## config.mk

```make
export PLATFORM = sky130hd
export DESIGN_NAME = sbe_ctrl
export DESIGN_NICKNAME = d
export VERILOG_FILES = /design/src/rtl/sbe_pkg.sv /design/src/rtl/sbe_ctrl.sv
export SDC_FILE = /design/constraint.sdc
export NUM_CORES = 1
export LEC_CHECK = 0
export ABC_AREA = 1
export BUFFER_PORTS_ARGS = -buffer_cell sky130_fd_sc_hd__buf_2
export CELL_PAD_IN_SITES_DETAIL_PLACEMENT = 1
export CELL_PAD_IN_SITES_GLOBAL_PLACEMENT = 1
export CORE_UTILIZATION = 34
export DETAILED_ROUTE_END_ITERATION = 6
export PLACE_DENSITY = 0.83
export SYNTH_ARGS = -nofsm -noshare
export SYNTH_HDL_FRONTEND = slang
export SYNTH_SLANG_ARGS = --single-unit
```

## constraint.sdc

```tcl
create_clock -name clk -period 2.4 [get_ports clk]
set_input_delay 0.36 -clock clk [delete_from_list [all_inputs] [get_ports clk]]
set_output_delay 0.36 -clock clk [all_outputs]
set_load 0.05 [all_outputs]
```

## src/rtl/sbe_pkg.sv

```systemverilog
// Package for the stack bytecode executor: opcodes, status codes, select codes,
// and the command/status structs between controller and datapath. No dependencies.
`default_nettype none

package sbe_pkg;

  // Opcodes
  localparam logic [4:0] OP_NOP        = 5'd0;
  localparam logic [4:0] OP_END        = 5'd1;
  localparam logic [4:0] OP_PUSH_CONST = 5'd2;
  localparam logic [4:0] OP_PUSH_LVAL  = 5'd3;
  localparam logic [4:0] OP_PUSH_LADDR = 5'd4;
  localparam logic [4:0] OP_ASSIGN     = 5'd5;
  localparam logic [4:0] OP_ADD        = 5'd6;
  localparam logic [4:0] OP_SUB        = 5'd7;
  localparam logic [4:0] OP_MUL        = 5'd8;
  localparam logic [4:0] OP_DIV        = 5'd9;
  localparam logic [4:0] OP_MOD        = 5'd10;
  localparam logic [4:0] OP_SHL        = 5'd11;
  localparam logic [4:0] OP_SHR        = 5'd12;
  localparam logic [4:0] OP_OR         = 5'd13;
  localparam logic [4:0] OP_XOR        = 5'd14;
  localparam logic [4:0] OP_AND        = 5'd15;

  // Result status codes
  localparam logic [2:0] ST_OK      = 3'd0;
  localparam logic [2:0] ST_END     = 3'd1;
  localparam logic [2:0] ST_DIVZERO = 3'd2;
  localparam logic [2:0] ST_ILLEGAL = 3'd3;
  localparam logic [2:0] ST_STACK   = 3'd4;
  localparam logic [2:0] ST_ADDR    = 3'd5;
  localparam logic [2:0] ST_HALTED  = 3'd6;

  // Configuration register indexes
  localparam logic [1:0] CFG_STACK_BASE = 2'd0;
  localparam logic [1:0] CFG_FRAME_BASE = 2'd1;

  // Memory read address select
  localparam logic [1:0] RD_SP1   = 2'd0;  // top of stack
  localparam logic [1:0] RD_SP2   = 2'd1;  // second from top
  localparam logic [1:0] RD_LOCAL = 2'd2;  // frame base plus offset

  // Memory write address select
  localparam logic [1:0] WR_SP0 = 2'd0;    // next free slot
  localparam logic [1:0] WR_SP2 = 2'd1;    // second from top
  localparam logic [1:0] WR_A   = 2'd2;    // address popped by assign
  localparam logic [1:0] WR_CLR = 2'd3;    // clearing pass

  // Memory write data select
  localparam logic [2:0] WD_IMM   = 3'd0;
  localparam logic [2:0] WD_RD    = 3'd1;
  localparam logic [2:0] WD_LADDR = 3'd2;
  localparam logic [2:0] WD_B     = 3'd3;
  localparam logic [2:0] WD_ALU   = 3'd4;
  localparam logic [2:0] WD_ZERO  = 3'd5;

  // Stack pointer update
  localparam logic [1:0] SP_HOLD = 2'd0;
  localparam logic [1:0] SP_PUSH = 2'd1;
  localparam logic [1:0] SP_POP1 = 2'd2;
  localparam logic [1:0] SP_POP2 = 2'd3;

  typedef struct packed {
    logic       in_load;
    logic [4:0] op;
    logic [1:0] rd_sel;
    logic       wr_en;
    logic [1:0] wr_sel;
    logic [2:0] wd_sel;
    logic       cap_a;
    logic       cap_b;
    logic [1:0] sp_op;
    logic       md_start;
    logic       clr_step;
    logic       out_load;
    logic [2:0] out_status;
  } sbe_cmd_t;

  typedef struct packed {
    logic clr_last;
    logic push_ovf;
    logic laddr_ok;
    logic depth_ge2;
    logic a_addr_ok;
    logic b_zero;
    logic md_done;
  } sbe_sts_t;

endpackage

`default_nettype wire

```

## src/rtl/sbe_ctrl.sv

```systemverilog
// Controller state machine of the stack bytecode executor: sequences memory
// reads, writes, arithmetic and result delivery. Depends on sbe_pkg.
`default_nettype none

module sbe_ctrl import sbe_pkg::*; (
  input  wire logic       clk,
  input  wire logic       rst_n,
  input  wire logic       in_valid,
  input  wire logic [4:0] in_op,
  output logic            in_ready,
  output logic            out_valid,
  input  wire logic       out_ready,
  input  wire sbe_sts_t   sts,
  output sbe_cmd_t        cmd
);

  localparam logic [3:0] S_CLEAR = 4'd0;
  localparam logic [3:0] S_IDLE  = 4'd1;
  localparam logic [3:0] S_DEC   = 4'd2;
  localparam logic [3:0] S_LOC   = 4'd3;
  localparam logic [3:0] S_RD_A  = 4'd4;
  localparam logic [3:0] S_RD_B  = 4'd5;
  localparam logic [3:0] S_EXEC  = 4'd6;
  localparam logic [3:0] S_MD    = 4'd7;
  localparam logic [3:0] S_TOP   = 4'd8;
  localparam logic [3:0] S_TOPW  = 4'd9;

  logic [3:0] state_r, state_nxt;
  logic [4:0] op_r, op_nxt;
  logic [2:0] status_r, status_nxt;
  logic       halted_r, halted_nxt;
  logic       out_valid_r, out_valid_nxt;

  assign in_ready  = (state_r == S_IDLE);
  assign out_valid = out_valid_r;

  always_comb begin
    state_nxt  = state_r;
    op_nxt     = op_r;
    status_nxt = status_r;
    halted_nxt = halted_r;
    cmd        = '0;
    cmd.op     = op_r;
    cmd.out_status = status_r;
    out_valid_nxt  = out_valid_r && !out_ready;

    unique case (state_r)
      S_CLEAR: begin
        cmd.wr_en    = 1'b1;
        cmd.wr_sel   = WR_CLR;
        cmd.wd_sel   = WD_ZERO;
        cmd.clr_step = 1'b1;
        if (sts.clr_last) state_nxt = S_IDLE;
      end
      S_IDLE: begin
        if (in_valid) begin
          cmd.in_load = 1'b1;
          op_nxt      = in_op;
          status_nxt  = ST_OK;
          state_nxt   = S_DEC;
        end
      end
      S_DEC: begin
        state_nxt = S_TOP;
        if (halted_r) begin
          status_nxt = ST_HALTED;
        end else begin
          unique case (op_r) inside
            OP_NOP: ;
            OP_END: begin
              status_nxt = ST_END;
              halted_nxt = 1'b1;
            end
            OP_PUSH_CONST, OP_PUSH_LADDR: begin
              if (sts.push_ovf) begin
                status_nxt = ST_STACK;
                halted_nxt = 1'b1;
              end else begin
                cmd.wr_en  = 1'b1;
                cmd.wr_sel = WR_SP0;
                cmd.wd_sel = (op_r == OP_PUSH_CONST) ? WD_IMM : WD_LADDR;
                cmd.sp_op  = SP_PUSH;
              end
            end
            OP_PUSH_LVAL: begin
              if (sts.push_ovf) begin
                status_nxt = ST_STACK;
                halted_nxt = 1'b1;
              end else if (!sts.laddr_ok) begin
                status_nxt = ST_ADDR;
                halted_nxt = 1'b1;
              end else begin
                cmd.rd_sel = RD_LOCAL;
                state_nxt  = S_LOC;
              end
            end
            [OP_ASSIGN:OP_AND]: begin
              if (!sts.depth_ge2) begin
                status_nxt = ST_STACK;
                halted_nxt = 1'b1;
              end else begin
                cmd.rd_sel = RD_SP2;
                state_nxt  = S_RD_A;
              end
            end
            default: begin
              status_nxt = ST_ILLEGAL;
              halted_nxt = 1'b1;
            end
          endcase
        end
      end
      S_LOC: begin
        cmd.wr_en  = 1'b1;
        cmd.wr_sel = WR_SP0;
        cmd.wd_sel = WD_RD;
        cmd.sp_op  = SP_PUSH;
        state_nxt  = S_TOP;
      end
      S_RD_A: begin
        cmd.cap_a  = 1'b1;
        cmd.rd_sel = RD_SP1;
        state_nxt  = S_RD_B;
      end
      S_RD_B: begin
        cmd.cap_b = 1'b1;
        state_nxt = S_EXEC;
      end
      S_EXEC: begin
        state_nxt = S_TOP;
        case (op_r) inside
          OP_ASSIGN: begin
            if (!sts.a_addr_ok) begin
              status_nxt = ST_ADDR;
              halted_nxt = 1'b1;
            end else begin
              cmd.wr_en  = 1'b1;
              cmd.wr_sel = WR_A;
              cmd.wd_sel = WD_B;
              cmd.sp_op  = SP_POP2;
            end
          end
          OP_MUL: begin
            cmd.md_start = 1'b1;
            state_nxt    = S_MD;
          end
          OP_DIV, OP_MOD: begin
            if (sts.b_zero) begin
              status_nxt = ST_DIVZERO;
              halted_nxt = 1'b1;
            end else begin
              cmd.md_start = 1'b1;
              state_nxt    = S_MD;
            end
          end
          default: begin
            cmd.wr_en  = 1'b1;
            cmd.wr_sel = WR_SP2;
            cmd.wd_sel = WD_ALU;
            cmd.sp_op  = SP_POP1;
          end
        endcase
      end
      S_MD: begin
        if (sts.md_done) begin
          cmd.wr_en  = 1'b1;
          cmd.wr_sel = WR_SP2;
          cmd.wd_sel = WD_ALU;
          cmd.sp_op  = SP_POP1;
          state_nxt  = S_TOP;
        end
      end
      S_TOP: begin
        cmd.rd_sel = RD_SP1;
        state_nxt  = S_TOPW;
      end
      S_TOPW: begin
        // hold the read address until the output register frees up
        cmd.rd_sel = RD_SP1;
        if (!out_valid_r || out_ready) begin
          cmd.out_load  = 1'b1;
          out_valid_nxt = 1'b1;
          state_nxt     = S_IDLE;
        end
      end
      default: state_nxt = S_IDLE;
    endcase
  end

  always_ff @(posedge clk) begin
    if (!rst_n) begin
      state_r     <= S_CLEAR;
      halted_r    <= 1'b0;
      out_valid_r <= 1'b0;
      status_r    <= ST_OK;
      op_r        <= OP_NOP;
    end else begin
      state_r     <= state_nxt;
      halted_r    <= halted_nxt;
      out_valid_r <= out_valid_nxt;
      status_r    <= status_nxt;
      op_r        <= op_nxt;
    end
  end

  a_halt_sticky: assert property (@(posedge clk) disable iff (!rst_n)
    $past(rst_n) |-> !$fell(halted_r))
    else $error("halt flag cleared without reset");

  a_no_write_halted: assert property (@(posedge clk) disable iff (!rst_n)
    halted_r |-> !cmd.wr_en)
    else $error("memory written while halted");

  a_div_nonzero: assert property (@(posedge clk) disable iff (!rst_n)
    (cmd.md_start && (op_r == OP_DIV || op_r == OP_MOD)) |-> !sts.b_zero)
    else $error("divider started with zero divisor");

endmodule

`default_nettype wire

```

# After elaboration in Yosys (flattened, before gate mapping)
# Cells that the tools add are included.
[word_totals]
ff_bits = 14
output_inout_bits = 26
[classes]
order_cmp = 2
n_eq_ne = 29
mux = 77
n_reduce_logical = 15
[op_table]
columns = ["cell", "n"]
rows = [
  ["$mux 4", 12],
  ["$mux 6", 7],
  ["$pmux 4 s10", 1],
  ["$mux 3", 11],
  ["$pmux 6 s5", 1],
  ["$mux 1", 26],
  ["$mux 2", 11],
  ["$eq 4x3->1 const B", 4],
  ["$eq 5x4->1 const B", 3],
  ["$pmux 3 s5", 1],
  ["$ne 3x3->1 const B", 4],
  ["$eq 5x2->1 const B", 2],
  ["$eq 5x3->1 const B", 2],
  ["$reduce_and 10->1", 1],
  ["$pmux 3 s3", 1],
  ["$eq 4x2->1 const B", 2],
  ["$eq 4x4->1 const B", 2],
  ["$mux 8", 1],
  ["$ne 2x2->1 const B", 4],
  ["$ne 4x4->1 const B", 2],
  ["$pmux 2 s4", 1],
  ["$pmux 4 s2", 1],
  ["$eq 5x1->1 const B", 1],
  ["$ge 5x3->1 const B", 1],
  ["18 further kinds", 21],
]

# Depth between registers and ports, before layout
# Gate-level depths: netlist of run 1.
[logic_depth]
ltp_word = 6
depth_mapped = 13
mapped_depth_nobuf = 13

# Least setup slack after synthesis of run 1
# No wires, ideal clock.
[synth_path]
kind = "flip-flop to output port"
startpoint = "register op_r[2]"
endpoint = "output cmd[11] in the netlist's numbering"
arrival_time_ns = 2.421
t_required_ns = 2.040
slack_ns = -0.381
stages_incl_launch_ff = 9
n_path_buf = 0
path_cell_list = "dfxtp_1 -> inv_2 -> nor2_4 -> nand2_1 -> nor2_2 -> nand2_2 -> nand2_1 -> inv_1 -> nor3_1"
[synth_rtl]
columns = ["item", "line_no", "source"]
rows = [
  ["start: declaration", "sbe_ctrl.sv:29", "logic [4:0] op_r, op_nxt;"],
  ["start signal: assignment", "sbe_ctrl.sv:202", "op_r <= op_nxt;"],
  ["end: declaration", "sbe_ctrl.sv:14", "output sbe_cmd_t cmd"],
]

==> results of run 1 <==
## report_power, final
part	internal (uW)	total (uW)	switching, uW	leakage (uW)
clock	58.5	144	85.3	0.0000138
sequential	258	285	26.9	0.000114
combinational	131	513	382	0.000720
total	448	942	494	0.000848
## logic make-up (layout without fill, tap and decap cells)
kind of cell | count (synthesis) | count (layout) | synth area share, %
buffers and inverters | 46 | 88 | 15.3
flip-flops | 14 | 14 | 24.2
AO/OA/AOI/OAI | 24 | 24 | 11.2
AND/OR/NAND/NOR | 119 | 119 | 49.3
## area by class of cell
class	instances	area share, %
repair buffers	41	15.0
flip-flops and latches	14	19.4
clock buffers	3	1.56
inverters	44	11.4
multi-input cells	143	48.8
well taps	44	3.80
## per-stage QoR
stage / std cells / total power, uW / instance area, um^2
after floorplan: 203 / 682 / 1160
after global placement: 286 / 789 / 1410
after detailed placement: 286 / 796 / 1410
after CTS: 289 / 939 / 1440
after global routing: 289 / 1010 / 1450
final: 289 / 942 / 1450
## sequential cells by signal (all words and copies together), names as in the netlist
| register | flops |
|---|---|
| state_r | 4 |
| out_valid | 1 |
| status_r | 3 |
| op_r | 5 |
| halted_r | 1 |
## routing by layer
metal / vias to the layer above / wire length (um) / GRT usage, %
li1: 714 / - / -
met1: 664 / 1830 / 31.3
met2: 33 / 1670 / 36.3
met3: 5 / 147 / 3.84
met4: 0 / 46 / 6.98
met5: - / 0 / 0
## worst max-delay path, cell delays in order (launching register included)
cell	delay [ns]
dfxtp_1	0.39
inv_1	0.09
nor2_2	0.17
nand2_1	0.13
nor2_1	0.16
inv_1	0.08
o32ai_1	0.12
inv_1	0.11
nand4_1	0.08
clkbuf_4	0.23
## cell usage in the layout (no fill, tap or decap)
master | netlist | final
nand3b_1 | 1 | 1
nand2_4 | 1 | 1
buf_4 | 1 | 3
a21oi_1 | 11 | 11
nand4_1 | 4 | 4
nor3_1 | 5 | 4
inv_1 | 38 | 38
clkbuf_4 | 0 | 5
nand3_2 | 3 | 3
o21ai_0 | 9 | 9
inv_2 | 6 | 6
buf_2 | 1 | 36
nor2_4 | 3 | 3
nand2_2 | 6 | 6
nand2_1 | 48 | 48
nand3_1 | 14 | 14
a31oi_1 | 2 | 2
a41oi_1 | 1 | 1
o32ai_1 | 1 | 1
nor2_1 | 26 | 26
nor3_2 | 1 | 2
nor2_2 | 7 | 7
dfxtp_1 | 14 | 14
## final timing paths
path,from,end,slack [ns]
worst max-delay path,state_r[1],cmd[15],0.16
worst max register to register,state_r[3],status_r[1],0.82
worst min-delay path,in_op[0],op_r[0],0.34
worst min register to register,status_r[0],status_r[0],0.52
## timing repair
item                                    in CTS  in global routing
endpoints found under the setup margin       0                  5
resized for setup                            0                  8
hold buffers                                 0                  0
==> results.md, run 1 <==
* Run status: finished, final reports clean
* Post-synth EDFFs at 0
* Crit path max fanout at 4
* Post-synthesis async set-or-reset flop share at 0%
* GRT Overall Usage at between 20% and 30%
* Sink Count at 14
* Post-route DRC at 0
* # IOs at between 40 and 50
* Synth warn at 0
* Leakage power at 0.000848 uW
* Detail-routed net length per standard cell at 12.8 um
* Vias in the first global route at about 1.3k
* Sequential area share after synthesis at 24.2%
* Via count at 1416
* Ranking of synthesized cells by area: dfxtp_1 (24%), nand2_1 (16%), inv_1 (12%)
* Clock root buffer: clkbuf_4
* Core Util, Final at ~46%
* Die X at 60.4 um
* Maximum clock rate at around 450 MHz
* FILL cells at between 400 and 500
* Clock Latency Late Sink at just under 0.3 ns
* Row count at 20
* Overflow after GRT at 0
* Fin crit period at around 2.2 ns
* R2R depth at 10
* Hpwl dp at 3070 um
* Fraction of layout cells with a size suffix above 1 at between 20% and 30%
* Post-synth top cells: nand2_1 (48), inv_1 (38), nor2_1 (26)
* Worst slack, placed at between 0.4 and 0.5 ns
* Synth area leader: dfxtp_1
* Antenna Violating Nets Remaining at 0
* Hold Path Depth at 3
* 1st-iter DRT viols at 49
* Initial antenna violation count at 0
* PortBufs at between 40 and 50
* Area of the multi-input gates at approximately 710 um^2
* Count leader, synth: nand2_1
* Post-Syn Area at about 1200 um^2
* Routed vias/inst at a little under 5
* Largest net degree at the start of global routing at 12
* Worst Path Required at 2.04 ns
* Die area at ~3600 um^2
* Endpoints failing hold at 0
* Post-CTS setup buffers at 0
* Post-route setup TNS at 0 ns
* CORE AREA at between 3000 and 4000 um^2
* Setup CP Type: reg2out
* Area growth, synth to finish at 24.8%
* TritonCTS buffer count at 3
* Final WL at between 3000 and 4000 um
* RSZ-0062 raised after global routing: false
* Fin Hold WS at around 0.34 ns
* Synth Register Bits at 14
* Die height at just over 60 um
* Antenna diodes at 0
* Maximum VDD drop at roughly 0.22 mV
* Max-cap check violation count at 0
* Hold Crit Class: in2reg
* Pre-Repair DR Iteration Count at 4
* Tcrit/Tclk final at between 90 and 100%
* Routability Congestion at around 0.86
* Initial Utilization at around 37%
* Mapped Cells at a little over 200
* Final setup vio count at 0
* Relative slew slack at just under 70%
* Max Root-Sink Buffers at 2
* H-Tree Depth at 1
* Nets at ~260
* Clock slew at reported path FFs at about 0.090 ns
* Syn_nets at 219
* Clock skew at 0.00236 ns
* CP endpoint kind: output port
* PD cells at approximately 650 nW/um^2
* First-pass GRT wire length at 6120 um
* Critical path launch point type: register
* Post-route setup slack at 0.162 ns
* FF/Latch Area at roughly 280 um^2
* CTS tree: built
* Top FF cell, synth: dfxtp_1
* Post-synth top area share at between 20% and 30%
* Final slew viol count at 0
* Syn avg cell area at about 5.7 um^2
* Synth unique cells at 22
* Tightest Pin Transition at 0.469 ns
* Crit path arrival time at ~1.9 ns
Power figures use the tool's default switching activity.
==> run 2: changes to the inputs <==
--- a/config.mk
+++ b/config.mk
@@ -6,7 +6,7 @@
 export NUM_CORES = 1
 export LEC_CHECK = 0
 export ABC_AREA = 1
-export BUFFER_PORTS_ARGS = -buffer_cell sky130_fd_sc_hd__buf_2
+export BUFFER_PORTS_ARGS = -buffer_cell sky130_fd_sc_hd__buf_4
 export CELL_PAD_IN_SITES_DETAIL_PLACEMENT = 1
 export CELL_PAD_IN_SITES_GLOBAL_PLACEMENT = 1
 export CORE_UTILIZATION = 34
==> run 2 against run 1 <==
- critical path type unchanged
- clock-buffer cell count is 1 higher
- worst hold slack barely moved
- largest power group unchanged
- global-route usage shrank 0.065 points
- wire length increased by 1.2%
- critical path depth is the same
- clock power rose by 32%
- flip-flop and latch count unchanged
- clock skew is 0.00053 ns lower
- non-clock buffer count stayed put
- sequential share of layout area shrank 1.3 points
- first-iteration DRC count shrank 4.1%
==> results.md, run 2 (synthesis results as in run 1) <==
* Clock Latency Late Sink at between 0.2 and 0.3 ns
* Leakage power at between 0.0008 and 0.0009 uW
* Initial Utilization at 36.8%
* Tightest Pin Transition at about 0.51 ns
* Final WL at 3740 um
* Maximum VDD drop at 0.313 mV
* RSZ-0062 raised after global routing: false
* Critical path launch point type: register
* Final setup vio count at 0
* Most common cell after layout, fill and taps aside: nand2_1
* Sink Count at 14
* Via count at roughly 1.4k
* CP endpoint kind: output port
* Detail-routed net length per standard cell at roughly 13 um
* Routed vias/inst at 4.84
* Antenna diodes at 0
* Row count at 20
* Die area at between 3000 and 4000 um^2
* Fraction of layout cells with a size suffix above 1 at 29.7%
* Initial antenna violation count at 0
* H-Tree Depth at 1
* # IOs at 42
* Number of flip-flops under the largest register name at 5
* 1st-iter DRT viols at 47
* Post-route DRC at 0
* Relative slew slack at 66.0%
* Worst path cell trace: inv_1, nor2_2, nand2_1, nor2_2, nand2_2, nand2_1, inv_1, nor3_2, buf_4
* Routability Congestion at 0.872
* Hpwl dp at 3120 um
* Fin crit period at between 2 and 2.5 ns
* Fin Hold WS at between 0.3 and 0.4 ns
* Critical path's top delay family: simple AND/OR/NAND/NOR gates
* Crit path arrival time at 1.89 ns
* CORE AREA at between 3000 and 4000 um^2
* Nets at around 260
* Post-route setup TNS at 0 ns
* Commonest non-fill, non-tap cells in the layout: nand2_1 (48), buf_4 (41), inv_1 (38)
* Max-cap check violation count at 0
* Run status: finished, final reports clean
* Post-CTS setup buffers at 0
* Top Registers: op_r x5, state_r x4, status_r x3
* GRT Overall Usage at 22.7%
* Overflow after GRT at 0
* Die X at ~60 um
* Setup CP Type: reg2out
* CP Buf/Inv Count at 3
* Antenna Violating Nets Remaining at 0
* Clock root buffer: clkbuf_4
* Vias in the first global route at ~1.3k
* PostCTS Resize Cnt at 0
* Die height at 60.4 um
* Maximum clock rate at between 400 and 500 MHz
* Max Root-Sink Buffers at 2
* Hold Buf Count CTS at 0
* Final slew viol count at 0
* Crit path max fanout at 5
* Largest register by flop count: op_r
* Slowest stage delay, CP at slightly below 0.4 ns
* Clock slew at reported path FFs at roughly 0.11 ns
* First-pass GRT wire length at between 6000 and 7000 um
* Slowest-stage cell, CP: dfxtp_1
* PD cells at ~660 nW/um^2
* PortBufs at a little over 40
* Pre-Repair DR Iteration Count at 4
* Worst Path Required at 2.04 ns
* Endpoints failing hold at 0
* TritonCTS buffer count at 3
* Hold Crit Class: in2reg
* Tcrit/Tclk final at 93.7%
* CTS tree: built
* Area growth, synth to finish at 33.8%
* Clock skew at roughly 0.0018 ns
* Largest net degree at the start of global routing at 12
==> run 2: power breakdown <==
group / switching, uW / total, uW / internal, uW
clock: 97.4 / 190 / 92.5
combinational: 384 / 545 / 161
sequential: 27.0 / 285 / 258
total: 509 / 1020 / 512
==> run 2: final cells by class <==
cell class                      count  area (um^2)
Clock buffer                        4         36.3
Fill cell                         473         1600
Inverter                           44          165
Multi-Input combinational cell    143          707
Sequential cell                    14          280
Tap cell                           44         55.1
Timing Repair Buffer               41          308
==> run 2: path summary, 6_finish.rpt <==
path	from	to	slack [ns]	cells past startpoint
max	state_r[1]	cmd[11]	0.15	9
min	in_op[4]	op_r[4]	0.34	3
max reg2reg	state_r[1]	status_r[2]	0.79	11
min reg2reg	status_r[0]	status_r[0]	0.53	4
==> run 2: worst min-delay path: cells and delay by family <==
kind,cells,cell delay (ns)
AO/OA/AOI/OAI,2,0.17
buffers and inverters,1,0.07
==> run 2: stage by stage <==
step	instances	util (%)	power (uW)	setup WS, ns	instance area [um^2]
final	290	49.2	1020	0.151	1550
after global routing	290	49.2	1080	0.00592	1550
after CTS	290	49.2	1030	0.167	1550
after detailed placement	286	48.1	837	0.506	1520
after global placement	286	48.1	831	0.560	1520
after floorplan	203	-	682	0.0129	1160
==> run 2: metal layers <==
| metal | up-vias | wire (um) | GRT usage [%] |
|---|---|---|---|
| li1 | 717 | - | - |
| met1 | 654 | 1960 | 34.4 |
| met2 | 29 | 1620 | 34.1 |
| met3 | 4 | 135 | 1.92 |
| met4 | 0 | 34 | 5.98 |
| met5 | - | 0 | 0 |
==> run 3: changes to the inputs <==
--- a/config.mk
+++ b/config.mk
@@ -5,13 +5,12 @@
 export SDC_FILE = /design/constraint.sdc
 export NUM_CORES = 1
 export LEC_CHECK = 0
-export ABC_AREA = 1
 export BUFFER_PORTS_ARGS = -buffer_cell sky130_fd_sc_hd__buf_4
 export CELL_PAD_IN_SITES_DETAIL_PLACEMENT = 1
 export CELL_PAD_IN_SITES_GLOBAL_PLACEMENT = 1
-export CORE_UTILIZATION = 34
+export CORE_UTILIZATION = 38
 export DETAILED_ROUTE_END_ITERATION = 6
-export PLACE_DENSITY = 0.83
+export PLACE_DENSITY = 0.85
 export SYNTH_ARGS = -nofsm -noshare
 export SYNTH_HDL_FRONTEND = slang
 export SYNTH_SLANG_ARGS = --single-unit
==> run 3 against run 2 <==
- register-to-register slack got worse by 0.32 ns
- sequential power decreased by 8.8%
- die area decreased by 4.5%
- via count decreased by 4.3%
- largest cell class unchanged
- global-route usage increased by 1.1 points
- clock skew about the same
- area after synthesis increased by 6.6%
- clock-buffer cell count unchanged
- total power decreased by 36%
- synthesized cell count decreased by 20%
- first-iteration DRC count decreased by 17%
- non-clock buffer count increased by 5
==> results.md, run 3 <==
* Run status: finished, final reports clean
* Largest register by flop count: op_r
* Routability Congestion at around 0.83
* Hold Buf Count CTS at 0
* Via count at 1343
* PortBufs at a little over 40
* Sink Count at 14
* Synth warn at 0
* GRT met1 Usage at a little under a third
* Initial Utilization at 40.2%
* Maximum VDD drop at 0.323 mV
* RSZ-0062 raised after global routing: false
* Placed Cells at between 200 and 250
* Mapped Cells at 163
* Detail-routed net length per standard cell at around 16 um
* Routed vias/inst at 5.50
* Core Util, Final at a little over half
* Antenna Violating Nets Remaining at 0
* Synth area leader: dfxtp_1
* Syn_nets at between 150 and 200
* CTS tree: built
* Vias in the first global route at roughly 1.3k
* Met2 Resource Use GR at approximately 40%
* Crit path max fanout at 13
* Post-route setup slack at 0.0743 ns
* Max-cap check violation count at 0
* Fin Hold WS at 0.314 ns
* Final WL at roughly 3800 um
* TritonCTS buffer count at 3
* Post-synth EDFFs at 0
* Final setup vio count at 0
* Worst Path Required at 2.04 ns
* Antenna diodes at 0
* # IOs at 42
* Die height at slightly below 60 um
* Post-route DRC at 0
* Setup CP Type: reg2out
* Die X at roughly 60 um
* Row count at 20
* Crit path arrival time at approximately 2 ns
* Syn avg cell area at between 7 and 8 um^2
* Relative slew slack at between 60% and 70%
* Leakage power at around 0.00070 uW
* Post-synth top area share at a little under a quarter
* Hold Path Depth at 3
* GRT Overall Usage at a little under a quarter
* 1st-iter DRT viols at 39
* Clock Latency Late Sink at around 0.28 ns
* Post-synthesis async set-or-reset flop share at 0%
* Area growth, synth to finish at 31.4%
* Met3 usage at under 10%
* Maximum clock rate at 430 MHz
* R2R depth at 4
* PD cells at 405 nW/um^2
* Tightest Pin Transition at 0.507 ns
* Post-Syn Area at between 1000 and 1500 um^2
* Count leader, synth: nor2_1
* CORE AREA at a little over 3000 um^2
* Pre-Repair DR Iteration Count at 4
* Largest net degree at the start of global routing at 19
* Initial antenna violation count at 0
* Worst slack, placed at about 0.28 ns
* Post-synth top cells: nor2_1 (21), dfxtp_1 (14), nor3_1 (11)
* Clock skew at 0.00213 ns
* Top FF cell, synth: dfxtp_1
* Hpwl dp at just over 3000 um
* Critical path launch point type: register
* Nets at between 200 and 250
* Top Registers: op_r x5, state_r x4, status_r x3
* Max Root-Sink Buffers at 2
* Final slew viol count at 0
* Non-filler cells, final at 244
* Most common cell after layout, fill and taps aside: buf_4
* Commonest non-fill, non-tap cells in the layout: buf_4 (46), nor2_1 (18), nand2_1 (10), dfxtp_1 (10)
* Overflow after GRT at 0
* Clock root buffer: clkbuf_4
* Sequential area share after synthesis at 22.7%
* Ranking of synthesized cells by area: dfxtp_1 (23%), mux2i_1 (7.3%), nor2_1 (6.4%)
* GRT busiest layer: met2
* Post-CTS setup buffers at 0
* Clock slew at reported path FFs at 0.09 ns
* FILL cells at a little over 400
* Synth unique cells at 52
* Fraction of layout cells with a size suffix above 1 at 36.5%
* Tcrit/Tclk final at 96.9%
* Die area at approximately 3500 um^2
* Number of flip-flops under the largest register name at 5
* First-pass GRT wire length at between 6000 and 7000 um
* Hold Crit Class: in2reg
* CP endpoint kind: output port
* Fin crit period at roughly 2.3 ns
* H-Tree Depth at 1
* Synth Register Bits at 14
* Endpoints failing hold at 0
-- run 3: cell types whose count changed after synthesis, sizes merged, moves of 9 or more --
cell	change
buf	+9
inv	-38
mux2i	+9
nand2	-44
nand3	-14
nor2	-15
-- run 3: area by class of cell --
type	instances	area [um^2]	share of cell area (%)
clock buffers	4	36.3	2.23
inverters	7	26.3	1.62
multi-input cells	129	876	53.9
flip-flops and latches	14	285	17.6
well taps	44	55.1	3.39
repair buffers	46	345	21.3
-- run 3: kinds of logic (layout without fill, tap and decap cells) --
kind of cell / Yosys count / after routing / share of synthesized area (%)
muxes: 9 / 9 / 7.29
DFF: 14 / 14 / 22.7
buffers and inverters: 20 / 57 / 10.1
xor gates and xnor gates: 3 / 3 / 2.13
AOI/OAI and AO/OA: 41 / 41 / 23.9
and+or+nand+nor: 76 / 76 / 33.9
-- run 3: worst max-delay path, stage by stage, from the launching register on --
cell      delay, ns
dfxtp_1        0.34
buf_4          0.19
nor3_1         0.44
nand2_1        0.23
a211oi_2       0.25
buf_4          0.22
-- run 3: path summary, 6_finish.rpt --
kind	from	to	slack, ns
setup reg to reg	op_r[3]	halted_r	0.47
hold / removal	in_op[1]	op_r[1]	0.31
setup / recovery	state_r[1]	cmd[11]	0.07
hold reg to reg	status_r[1]	status_r[1]	0.48
-- run 3: report_power, final --
group / total (uW) / internal, uW / leakage (uW) / switching [uW]
sequential: 260 / 239 / 0.000115 / 21.0
combinational: 227 / 86.6 / 0.000559 / 140
clock: 171 / 92.3 / 0.0000210 / 78.8
-- run 3: what timing repair did --
item,CTS,global route
gates resized for setup,2,4
setup endpoints to repair,2,4
gates cloned,0,0
-- run 3: metal layers --
layer / vias to the layer above / part of all wire [%]
met5: - / 0
met3: 6 / 2.4
met2: 29 / 49
met1: 648 / 47
met4: 0 / 1.5
li1: 660 / -
-- run 3: per-stage QoR --
step                      TNS, ns  power (uW)  instance area, um^2
after floorplan            -0.101         428                 1270
after global placement          0         485                 1570
after detailed placement        0         490                 1570
after CTS                       0         660                 1610
after global routing            0         693                 1620
final                           0         658                 1620
